File: src/rtl/dtds_pkg.sv
// Shared widths, constants, stage-enable types and the month table.
`default_nettype none

package dtds_pkg;

    localparam int YEAR_W   = 14;
    localparam int MONTH_W  = 4;
    localparam int DAY_W    = 5;
    localparam int HOUR_W   = 5;
    localparam int MIN_W    = 6;
    localparam int SEC_W    = 6;
    localparam int TOTAL_W  = 40;
    localparam int MDAYS_W  = 22;
    localparam int LDAYS_W  = 23;
    localparam int DD_W     = LDAYS_W + 1;
    localparam int HMS_W    = 17;

    localparam int LANE_STAGES  = 3;
    localparam int MERGE_STAGES = 6;
    localparam int STAGES       = LANE_STAGES + MERGE_STAGES;

    localparam logic [YEAR_W-1:0] MAX_YEAR          = 14'd9999;
    localparam logic [YEAR_W-1:0] YEARS_PER_CENTURY = 14'd100;

    localparam logic [HMS_W-1:0] SECS_PER_DAY  = 17'd86400;
    localparam logic [HMS_W-1:0] SECS_PER_HOUR = 17'd3600;
    localparam logic [HMS_W-1:0] SECS_PER_MIN  = 17'd60;

    // Reciprocal multipliers; each is exact over the operand range it sees.
    localparam logic [12:0] DIV100_MUL  = 13'd5243;
    localparam int          DIV100_SH   = 19;
    localparam logic [16:0] DIV3600_MUL = 17'd74566;
    localparam int          DIV3600_SH  = 28;
    localparam logic [12:0] DIV60_MUL   = 13'd4370;
    localparam int          DIV60_SH    = 18;

    typedef struct packed {
        logic s1;
        logic s2;
        logic s3;
    } lane_en_t;

    typedef struct packed {
        logic s1;
        logic s2;
        logic s3;
        logic s4;
        logic s5;
        logic s6;
    } merge_en_t;

    // Days in the months before month m of a common year.
    function automatic logic [8:0] days_before_month(input logic [MONTH_W-1:0] m);
        logic [8:0] d;
        case (m)
            4'd0:    d = 9'd0;
            4'd1:    d = 9'd0;
            4'd2:    d = 9'd31;
            4'd3:    d = 9'd59;
            4'd4:    d = 9'd90;
            4'd5:    d = 9'd120;
            4'd6:    d = 9'd151;
            4'd7:    d = 9'd181;
            4'd8:    d = 9'd212;
            4'd9:    d = 9'd243;
            4'd10:   d = 9'd273;
            4'd11:   d = 9'd304;
            4'd12:   d = 9'd334;
            default: d = 9'd365;
        endcase
        return d;
    endfunction

endpackage

`default_nettype wire

File: src/rtl/datetime_difference_seconds.sv
// Gregorian date-time difference in seconds: two conversion lanes and a merge pipeline.
//
// Input channel: in_valid / in_stall carry an end and a start date-time; a
// transfer happens at a clock edge with in_valid high and in_stall low.
// Output channel: out_valid / out_stall carry the signed difference end minus
// start, a negative flag, and the magnitude as days, hours, minutes, seconds.
// Years above 9999 are clamped; other fields are not range-checked and add their plain weight.
// From input transfer to result an item passes 3 stages in each of the
// two conversion lanes, which run side by side, and 6 merging stages.
// Throughput is one item per cycle while out_stall is low; every stage holds its own valid bit.
// When the receiver stalls, the output register holds its result and the
// stages behind it keep filling any empty slots, so new items are still taken
// until the pipeline is full; then in_stall rises.
// Reset clears all valid bits; no results are pending after reset and the
// block is ready to take an item when reset is released.
`default_nettype none

module datetime_difference_seconds
    import dtds_pkg::*;
(
    input  wire logic               clk,
    input  wire logic               rst_n,
    input  wire logic               in_valid,
    output logic                    in_stall,
    input  wire logic [YEAR_W-1:0]  end_year,
    input  wire logic [MONTH_W-1:0] end_month,
    input  wire logic [DAY_W-1:0]   end_day,
    input  wire logic [HOUR_W-1:0]  end_hour,
    input  wire logic [MIN_W-1:0]   end_minute,
    input  wire logic [SEC_W-1:0]   end_second,
    input  wire logic [YEAR_W-1:0]  start_year,
    input  wire logic [MONTH_W-1:0] start_month,
    input  wire logic [DAY_W-1:0]   start_day,
    input  wire logic [HOUR_W-1:0]  start_hour,
    input  wire logic [MIN_W-1:0]   start_minute,
    input  wire logic [SEC_W-1:0]   start_second,
    output logic                    out_valid,
    input  wire logic               out_stall,
    output logic [TOTAL_W-1:0]      total_seconds,
    output logic                    is_negative,
    output logic [MDAYS_W-1:0]      magnitude_days,
    output logic [HOUR_W-1:0]       magnitude_hours,
    output logic [MIN_W-1:0]        magnitude_minutes,
    output logic [SEC_W-1:0]        magnitude_seconds
);

    logic [STAGES-1:0]  valid_reg, valid_next;
    logic [STAGES-1:0]  adv;
    lane_en_t           lane_en;
    merge_en_t          merge_en;
    logic [LDAYS_W-1:0] end_days, start_days;
    logic [HMS_W-1:0]   end_hms, start_hms;

    // A stage moves on when it is empty or the stage after it moves on.
    always_comb
    begin
        adv[STAGES-1] = !valid_reg[STAGES-1] || !out_stall;
        for (int k = STAGES - 2; k >= 0; k--)
        begin
            adv[k] = !valid_reg[k] || adv[k+1];
        end
        valid_next = {valid_reg[STAGES-2:0], in_valid};
    end

    always_ff @(posedge clk or negedge rst_n)
    begin
        if (!rst_n)
        begin
            valid_reg <= '0;
        end
        else
        begin
            for (int k = 0; k < STAGES; k++)
            begin
                if (adv[k])
                begin
                    valid_reg[k] <= valid_next[k];
                end
            end
        end
    end

    assign in_stall  = !adv[0];
    assign out_valid = valid_reg[STAGES-1];

    assign lane_en.s1  = adv[0];
    assign lane_en.s2  = adv[1];
    assign lane_en.s3  = adv[2];
    assign merge_en.s1 = adv[3];
    assign merge_en.s2 = adv[4];
    assign merge_en.s3 = adv[5];
    assign merge_en.s4 = adv[6];
    assign merge_en.s5 = adv[7];
    assign merge_en.s6 = adv[8];

    dtds_lane u_end_lane (
        .clk    (clk),
        .en     (lane_en),
        .year   (end_year),
        .month  (end_month),
        .day    (end_day),
        .hour   (end_hour),
        .minute (end_minute),
        .second (end_second),
        .days   (end_days),
        .hms    (end_hms)
    );

    dtds_lane u_start_lane (
        .clk    (clk),
        .en     (lane_en),
        .year   (start_year),
        .month  (start_month),
        .day    (start_day),
        .hour   (start_hour),
        .minute (start_minute),
        .second (start_second),
        .days   (start_days),
        .hms    (start_hms)
    );

    dtds_merge u_merge (
        .clk               (clk),
        .en                (merge_en),
        .end_days          (end_days),
        .end_hms           (end_hms),
        .start_days        (start_days),
        .start_hms         (start_hms),
        .total_seconds     (total_seconds),
        .is_negative       (is_negative),
        .magnitude_days    (magnitude_days),
        .magnitude_hours   (magnitude_hours),
        .magnitude_minutes (magnitude_minutes),
        .magnitude_seconds (magnitude_seconds)
    );

endmodule

`default_nettype wire

File: src/rtl/dtds_lane.sv
// One conversion lane: date-time to days since 0001-01-01 plus seconds of day.
`default_nettype none

module dtds_lane
    import dtds_pkg::*;
(
    input  wire logic               clk,
    input  wire lane_en_t           en,
    input  wire logic [YEAR_W-1:0]  year,
    input  wire logic [MONTH_W-1:0] month,
    input  wire logic [DAY_W-1:0]   day,
    input  wire logic [HOUR_W-1:0]  hour,
    input  wire logic [MIN_W-1:0]   minute,
    input  wire logic [SEC_W-1:0]   second,
    output logic [LDAYS_W-1:0]      days,
    output logic [HMS_W-1:0]        hms
);

    // Stage 1
    logic [YEAR_W-1:0]  ys_next, p_next;
    logic [26:0]        pq_prod_next, yq_prod_next;
    logic [21:0]        p365_next;
    logic [HMS_W-1:0]   hms_raw_next;

    logic [YEAR_W-1:0]  s1_ys_reg, s1_p_reg;
    logic [26:0]        s1_pq_prod_reg, s1_yq_prod_reg;
    logic [21:0]        s1_p365_reg;
    logic [8:0]         s1_dbm_reg;
    logic               s1_mge3_reg;
    logic [DAY_W-1:0]   s1_day_reg;
    logic [HMS_W-1:0]   s1_hms_reg;

    // Stage 2
    logic [7:0]         qp, qy;
    logic [YEAR_W-1:0]  ry;
    logic               leap;
    logic [21:0]        days_yr_next;
    logic [9:0]         dm_next;
    logic               carry_next;
    logic [HMS_W-1:0]   hms_norm_next;

    logic [21:0]        s2_days_yr_reg;
    logic [9:0]         s2_dm_reg;
    logic               s2_carry_reg;
    logic [HMS_W-1:0]   s2_hms_reg;

    // Stage 3
    logic [LDAYS_W-1:0] days_next;
    logic [LDAYS_W-1:0] s3_days_reg;
    logic [HMS_W-1:0]   s3_hms_reg;

    always_comb
    begin
        ys_next      = (year > MAX_YEAR) ? MAX_YEAR : year;
        p_next       = (ys_next != '0) ? ys_next - 14'd1 : '0;
        pq_prod_next = 27'(p_next) * 27'(DIV100_MUL);
        yq_prod_next = 27'(ys_next) * 27'(DIV100_MUL);
        p365_next    = 22'(p_next) * 22'd365;
        hms_raw_next = HMS_W'(hour) * SECS_PER_HOUR
                     + HMS_W'(minute) * SECS_PER_MIN
                     + HMS_W'(second);
    end

    always_ff @(posedge clk)
    begin
        if (en.s1)
        begin
            s1_ys_reg      <= ys_next;
            s1_p_reg       <= p_next;
            s1_pq_prod_reg <= pq_prod_next;
            s1_yq_prod_reg <= yq_prod_next;
            s1_p365_reg    <= p365_next;
            s1_dbm_reg     <= days_before_month(month);
            s1_mge3_reg    <= (month >= 4'd3);
            s1_day_reg     <= day;
            s1_hms_reg     <= hms_raw_next;
        end
    end

    // Century counts come from the reciprocal products; the 400-year count
    // is the century count divided by four.
    always_comb
    begin
        qp   = s1_pq_prod_reg[DIV100_SH +: 8];
        qy   = s1_yq_prod_reg[DIV100_SH +: 8];
        ry   = s1_ys_reg - YEAR_W'(qy) * YEARS_PER_CENTURY;
        leap = ((s1_ys_reg[1:0] == 2'b00) && (ry != '0))
             || ((ry == '0) && (qy[1:0] == 2'b00));
        days_yr_next = s1_p365_reg + 22'(s1_p_reg[YEAR_W-1:2])
                     - 22'(qp) + 22'(qp[7:2]);
        dm_next    = 10'(s1_dbm_reg) + 10'(s1_day_reg) + 10'(s1_mge3_reg && leap);
        carry_next = (s1_hms_reg >= SECS_PER_DAY);
        hms_norm_next = carry_next ? s1_hms_reg - SECS_PER_DAY : s1_hms_reg;
    end

    always_ff @(posedge clk)
    begin
        if (en.s2)
        begin
            s2_days_yr_reg <= days_yr_next;
            s2_dm_reg      <= dm_next;
            s2_carry_reg   <= carry_next;
            s2_hms_reg     <= hms_norm_next;
        end
    end

    // Day one of the month adds nothing, so one is taken off; the count can
    // reach minus one for day zero of the first year.
    always_comb
    begin
        days_next = LDAYS_W'({1'b0, s2_days_yr_reg}) + LDAYS_W'(s2_dm_reg)
                  + LDAYS_W'(s2_carry_reg) - LDAYS_W'(1);
    end

    always_ff @(posedge clk)
    begin
        if (en.s3)
        begin
            s3_days_reg <= days_next;
            s3_hms_reg  <= s2_hms_reg;
        end
    end

    assign days = s3_days_reg;
    assign hms  = s3_hms_reg;

endmodule

`default_nettype wire

File: src/rtl/dtds_merge.sv
// Merging stages: difference of the two lanes and split of its magnitude.
`default_nettype none

module dtds_merge
    import dtds_pkg::*;
(
    input  wire logic               clk,
    input  wire merge_en_t          en,
    input  wire logic [LDAYS_W-1:0] end_days,
    input  wire logic [HMS_W-1:0]   end_hms,
    input  wire logic [LDAYS_W-1:0] start_days,
    input  wire logic [HMS_W-1:0]   start_hms,
    output logic [TOTAL_W-1:0]      total_seconds,
    output logic                    is_negative,
    output logic [MDAYS_W-1:0]      magnitude_days,
    output logic [HOUR_W-1:0]       magnitude_hours,
    output logic [MIN_W-1:0]        magnitude_minutes,
    output logic [SEC_W-1:0]        magnitude_seconds
);

    // Stage 1: day and second-of-day differences, second part made positive.
    logic [DD_W-1:0]    dd_raw, dd_next;
    logic [HMS_W:0]     hd_raw, hd_wrap;
    logic [HMS_W-1:0]   hd_next;
    logic [DD_W-1:0]    m1_dd_reg;
    logic [HMS_W-1:0]   m1_hd_reg;

    // Stage 2
    logic [TOTAL_W-1:0] dd_ext, total_next;
    logic               neg_next;
    logic [DD_W-1:0]    mdays_full;
    logic [HMS_W-1:0]   rem_next;
    logic [TOTAL_W-1:0] m2_total_reg;
    logic               m2_neg_reg;
    logic [MDAYS_W-1:0] m2_mdays_reg;
    logic [HMS_W-1:0]   m2_rem_reg;

    // Stage 3
    logic [33:0]        m3_hprod_reg;
    logic [TOTAL_W-1:0] m3_total_reg;
    logic               m3_neg_reg;
    logic [MDAYS_W-1:0] m3_mdays_reg;
    logic [HMS_W-1:0]   m3_rem_reg;

    // Stage 4
    logic [HOUR_W-1:0]  hr_next;
    logic [11:0]        r2_next;
    logic [HOUR_W-1:0]  m4_hr_reg;
    logic [11:0]        m4_r2_reg;
    logic [TOTAL_W-1:0] m4_total_reg;
    logic               m4_neg_reg;
    logic [MDAYS_W-1:0] m4_mdays_reg;

    // Stage 5
    logic [24:0]        m5_mprod_reg;
    logic [11:0]        m5_r2_reg;
    logic [HOUR_W-1:0]  m5_hr_reg;
    logic [TOTAL_W-1:0] m5_total_reg;
    logic               m5_neg_reg;
    logic [MDAYS_W-1:0] m5_mdays_reg;

    // Stage 6
    logic [MIN_W-1:0]   mn_next;
    logic [11:0]        min_secs;
    logic [TOTAL_W-1:0] m6_total_reg;
    logic               m6_neg_reg;
    logic [MDAYS_W-1:0] m6_mdays_reg;
    logic [HOUR_W-1:0]  m6_hr_reg;
    logic [MIN_W-1:0]   m6_mn_reg;
    logic [SEC_W-1:0]   m6_sec_reg;

    always_comb
    begin
        dd_raw  = {end_days[LDAYS_W-1], end_days} - {start_days[LDAYS_W-1], start_days};
        hd_raw  = {1'b0, end_hms} - {1'b0, start_hms};
        hd_wrap = hd_raw + (HMS_W+1)'(SECS_PER_DAY);
        dd_next = hd_raw[HMS_W] ? dd_raw - DD_W'(1) : dd_raw;
        hd_next = hd_raw[HMS_W] ? hd_wrap[HMS_W-1:0] : hd_raw[HMS_W-1:0];
    end

    always_ff @(posedge clk)
    begin
        if (en.s1)
        begin
            m1_dd_reg <= dd_next;
            m1_hd_reg <= hd_next;
        end
    end

    // With the second part in 0..86399 the sign of the total is the sign of
    // the day part; a negative total borrows one day when seconds remain.
    always_comb
    begin
        dd_ext     = {{(TOTAL_W-DD_W){m1_dd_reg[DD_W-1]}}, m1_dd_reg};
        total_next = dd_ext * TOTAL_W'(SECS_PER_DAY) + TOTAL_W'(m1_hd_reg);
        neg_next   = m1_dd_reg[DD_W-1];
        if (!neg_next)
        begin
            mdays_full = m1_dd_reg;
            rem_next   = m1_hd_reg;
        end
        else if (m1_hd_reg == '0)
        begin
            mdays_full = -m1_dd_reg;
            rem_next   = '0;
        end
        else
        begin
            mdays_full = ~m1_dd_reg;
            rem_next   = SECS_PER_DAY - m1_hd_reg;
        end
    end

    always_ff @(posedge clk)
    begin
        if (en.s2)
        begin
            m2_total_reg <= total_next;
            m2_neg_reg   <= neg_next;
            m2_mdays_reg <= mdays_full[MDAYS_W-1:0];
            m2_rem_reg   <= rem_next;
        end
    end

    always_ff @(posedge clk)
    begin
        if (en.s3)
        begin
            m3_hprod_reg <= 34'(m2_rem_reg) * 34'(DIV3600_MUL);
            m3_total_reg <= m2_total_reg;
            m3_neg_reg   <= m2_neg_reg;
            m3_mdays_reg <= m2_mdays_reg;
            m3_rem_reg   <= m2_rem_reg;
        end
    end

    always_comb
    begin
        hr_next = m3_hprod_reg[DIV3600_SH +: HOUR_W];
        r2_next = 12'(m3_rem_reg - HMS_W'(hr_next) * SECS_PER_HOUR);
    end

    always_ff @(posedge clk)
    begin
        if (en.s4)
        begin
            m4_hr_reg    <= hr_next;
            m4_r2_reg    <= r2_next;
            m4_total_reg <= m3_total_reg;
            m4_neg_reg   <= m3_neg_reg;
            m4_mdays_reg <= m3_mdays_reg;
        end
    end

    always_ff @(posedge clk)
    begin
        if (en.s5)
        begin
            m5_mprod_reg <= 25'(m4_r2_reg) * 25'(DIV60_MUL);
            m5_r2_reg    <= m4_r2_reg;
            m5_hr_reg    <= m4_hr_reg;
            m5_total_reg <= m4_total_reg;
            m5_neg_reg   <= m4_neg_reg;
            m5_mdays_reg <= m4_mdays_reg;
        end
    end

    always_comb
    begin
        mn_next  = m5_mprod_reg[DIV60_SH +: MIN_W];
        min_secs = 12'(mn_next) * 12'(SECS_PER_MIN);
    end

    always_ff @(posedge clk)
    begin
        if (en.s6)
        begin
            m6_total_reg <= m5_total_reg;
            m6_neg_reg   <= m5_neg_reg;
            m6_mdays_reg <= m5_mdays_reg;
            m6_hr_reg    <= m5_hr_reg;
            m6_mn_reg    <= mn_next;
            m6_sec_reg   <= SEC_W'(m5_r2_reg - min_secs);
        end
    end

    assign total_seconds     = m6_total_reg;
    assign is_negative       = m6_neg_reg;
    assign magnitude_days    = m6_mdays_reg;
    assign magnitude_hours   = m6_hr_reg;
    assign magnitude_minutes = m6_mn_reg;
    assign magnitude_seconds = m6_sec_reg;

endmodule

`default_nettype wire

File: config.mk
export PLATFORM = sky130hd
export DESIGN_NAME = datetime_difference_seconds
export DESIGN_NICKNAME = d
export VERILOG_FILES = /design/src/rtl/dtds_pkg.sv /design/src/rtl/datetime_difference_seconds.sv /design/src/rtl/dtds_lane.sv /design/src/rtl/dtds_merge.sv
export SDC_FILE = /design/constraint.sdc
export NUM_CORES = 2
export LEC_CHECK = 0
export BUFFER_PORTS_ARGS = -buffer_cell sky130_fd_sc_hd__buf_2
export CORE_MARGIN = 5
export CORE_UTILIZATION = 30
export CTS_CLUSTER_SIZE = 25
export DETAILED_ROUTE_END_ITERATION = 6
export SYNTH_ARGS = -nofsm -noshare
export SYNTH_HDL_FRONTEND = slang
export SYNTH_SLANG_ARGS = --single-unit
File: constraint.sdc
create_clock -name clk -period 15.85 [get_ports clk]
set_input_delay 2.3775 -clock clk [delete_from_list [all_inputs] [get_ports clk]]
set_output_delay 2.3775 -clock clk [all_outputs]
set_load 0.1 [all_outputs]
==> flow_metrics.tcl <==
set metrics [dict create \
    cts-root-buf "clkbuf_16" \
    fmax_mhz 92.27 \
    hpwl_um 114800 \
    yosys.area.top_type "edfxtp_1" \
    yosys_warnings 0 \
    fp.dieW_um 490.1 \
    hold_class "reg -> reg" \
    grt_use_met1_pct 14.55 \
    synth.top_cell.area_share_pct 35.30 \
    ios 166 \
    path_clk_slew_ns 0.06 \
    hold_viol 0 \
    hold_depth 0 \
    insertion_delay_ns 0.72 \
    critPathKind "in -> reg" \
    fin_crit_sh_pct 68.38 \
    vias 41984 \
    rows 176 \
    ys_types 94 \
    grt_use_met3_pct 1.866 \
    synth_nets 7909 \
    portBuffers 165 \
    drive_gt1_share_pct 6.088 \
    overflow 0 \
    grt_pass1_vias 44089 \
    r2r_cells 24 \
    core_um2 229700 \
    start_util_pct 30.11 \
    syn_area_um2 69160 \
    area_delta_synth_final_pct 11.23 \
    wl_um 138300 \
    syn_inst 6107 \
    cts_resized 0 \
    chipHeight_um 490.1 \
    die-area_um2 240200 \
    maxSlewHeadroom_pct 28.24 \
    h-tree-depth 3 \
    synth_seq_cells 822 \
    avgRoutedWirePerCell_um 14.63 \
    ys_seq_area_share_pct 35.62 \
    maxCapViolCount 0 \
    syn_avg_cell_area_um2 11.33 \
    clock_path_buffers 3 \
    ant_nets 0 \
    grt_util_met2_pct 20.49 \
    setup.worst_path.start_class "primary input" \
    drtIter0Drc 1749 \
    gp_congestion 0.8880 \
    crit_top_cell "inv_1" \
    ys.flop_type "edfxtp_1" \
    cts_hold_buffers 0 \
    worstPathArrival_ns 11.24 \
    rsz0062_at_grt "no" \
    viasPerCell 4.442 \
    synth-edff-count 813 \
    synth_area_leaders "edfxtp_1 35%, ha_1 22%, fa_1 15%, inv_1 7.7%, xnor2_1 4.3%" \
    grt_antenna_before_repair 10 \
    grt.total_usage_pct 11.56 \
    grt_busiest_layer "met2" \
    post_cts_buffers 0 \
    drt_pass1_iterations 5 \
    layout.nets 8152 \
    drt_drc_violations_left 0 \
    slew_viol_final 0 \
    status "finished clean" \
    period_minus_slack_ns 10.84 \
    worstPathMaxFanout 9 \
    cts_tree "done" \
    cts_sinks 822 \
    critPathRequiredTime_ns 16.25 \
    cp_slowest_stage_delay_ns 0.58 \
    cp-end-kind "flop" \
    numCtsBuffers 93 \
    ys_async_sr_fraction_pct 1.095 \
    setup_viol 0 \
    grt_max_degree 81 \
    tns_ns 0 \
    clock_skew_ns 0.05094 \
    worst_path_max_delay_cell "o41ai_1" \
    grt_first_pass_wirelength_um 226900 \
    worst_slew_pin_slew_ns 1.076 \
]
==> logic make-up (layout without fill, tap and decap cells) <==
logic type               Yosys count  in the layout  synth area share (%)
AND/OR/NAND/NOR                  852            852                 6.033
other                              0              3                     0
multiplexers                      23             23                0.3853
adder cells (fa/ha/maj)         1718           1718                 36.72
AO/OA/AOI/OAI                    791            791                 7.609
flip-flops                       822            822                 35.62
XOR/XNOR                         453            453                 5.737
buffers and inverters           1448           1763                 7.888
==> synth_stat cells, types with 28 or more instances <==
library cell,number
a21o_1,111
a21oi_1,231
and3_1,28
edfxtp_1,813
fa_1,520
ha_1,1198
inv_1,1415
nand2_1,205
nand2b_1,36
nand3_1,71
nor2_1,231
nor2b_1,48
nor3_1,76
o21a_1,40
o21ai_0,131
o21bai_1,53
xnor2_1,339
xor2_1,114
==> layer usage <==
layer  up-vias  part of all wire [%]
met5         -                 0.028
met4         6                   2.8
met3       190                   3.4
met2       586                    49
met1     20216                    44
li1      20986                     -
==> final cells by class <==
type                    instances  area, µm²
diodes                          3      7.507
clock buffers                 110       2412
clock inverters                57      710.7
fillers                     22855     152700
inverters                    1415       5315
multi-input cells            3837      39120
flip-flops and latches        822      24640
well taps                    3026       3786
repair buffers                181      945.9
==> worst max-delay path, delay by kind of cell <==
kind / cells / cell delay [ns]
XOR/XNOR: 1 / 0.08
AND/OR/NAND/NOR: 7 / 1.55
adder cells (fa/ha/maj): 7 / 3.02
AO/OA/AOI/OAI: 10 / 3.37
buffers and inverters: 8 / 0.83
==> cell usage in the layout, fill, tap and decap left out, types with 53 or more instances in the layout <==
cell type and n:
a21o_1 111, a21oi_1 231, buf_2 165, clkbuf_16 94
edfxtp_1 813, fa_1 520, ha_1 1198, inv_1 1412
nand2_1 201, nand3_1 69, nor2_1 231, nor3_1 76
o21ai_0 131, o21bai_1 53, xnor2_1 339, xor2_1 114
==> stage by stage <==
step | hold slack [ns] | cells | instance area (µm²) | util, % | setup slack [ns]
after CTS | 0.4099 | 9448 | 76930 | 33.49 | 5.027
after global placement | 0.4013 | 9281 | 73800 | 32.13 | 4.344
after global routing | 0.4167 | 9450 | 76930 | 33.49 | 4.236
final | 0.4104 | 9451 | 76930 | 33.50 | 5.012
after floorplan | 0.4003 | 6107 | 69160 | - | 1.804
after detailed placement | 0.4045 | 9281 | 73800 | 32.13 | 4.326
==> final timing paths <==
check                                                 from                       endpoint  slack (ns)
setup / recovery                               end_year[7]  u_end_lane.s1_pq_prod_reg[26]        5.01
max in group asynchronous                            rst_n                   valid_reg[6]       14.05
hold reg to reg                   u_merge.m2_total_reg[11]       u_merge.m3_total_reg[11]        0.41
min in group asynchronous                            rst_n                   valid_reg[1]        1.56
setup reg to reg           u_start_lane.s1_yq_prod_reg[22]      u_start_lane.s2_dm_reg[8]        9.59
hold / removal                    u_merge.m2_total_reg[11]       u_merge.m3_total_reg[11]        0.41
Power is not shown: default switching activity piles up to over one toggle a cycle in this logic, so the estimate is an artifact.
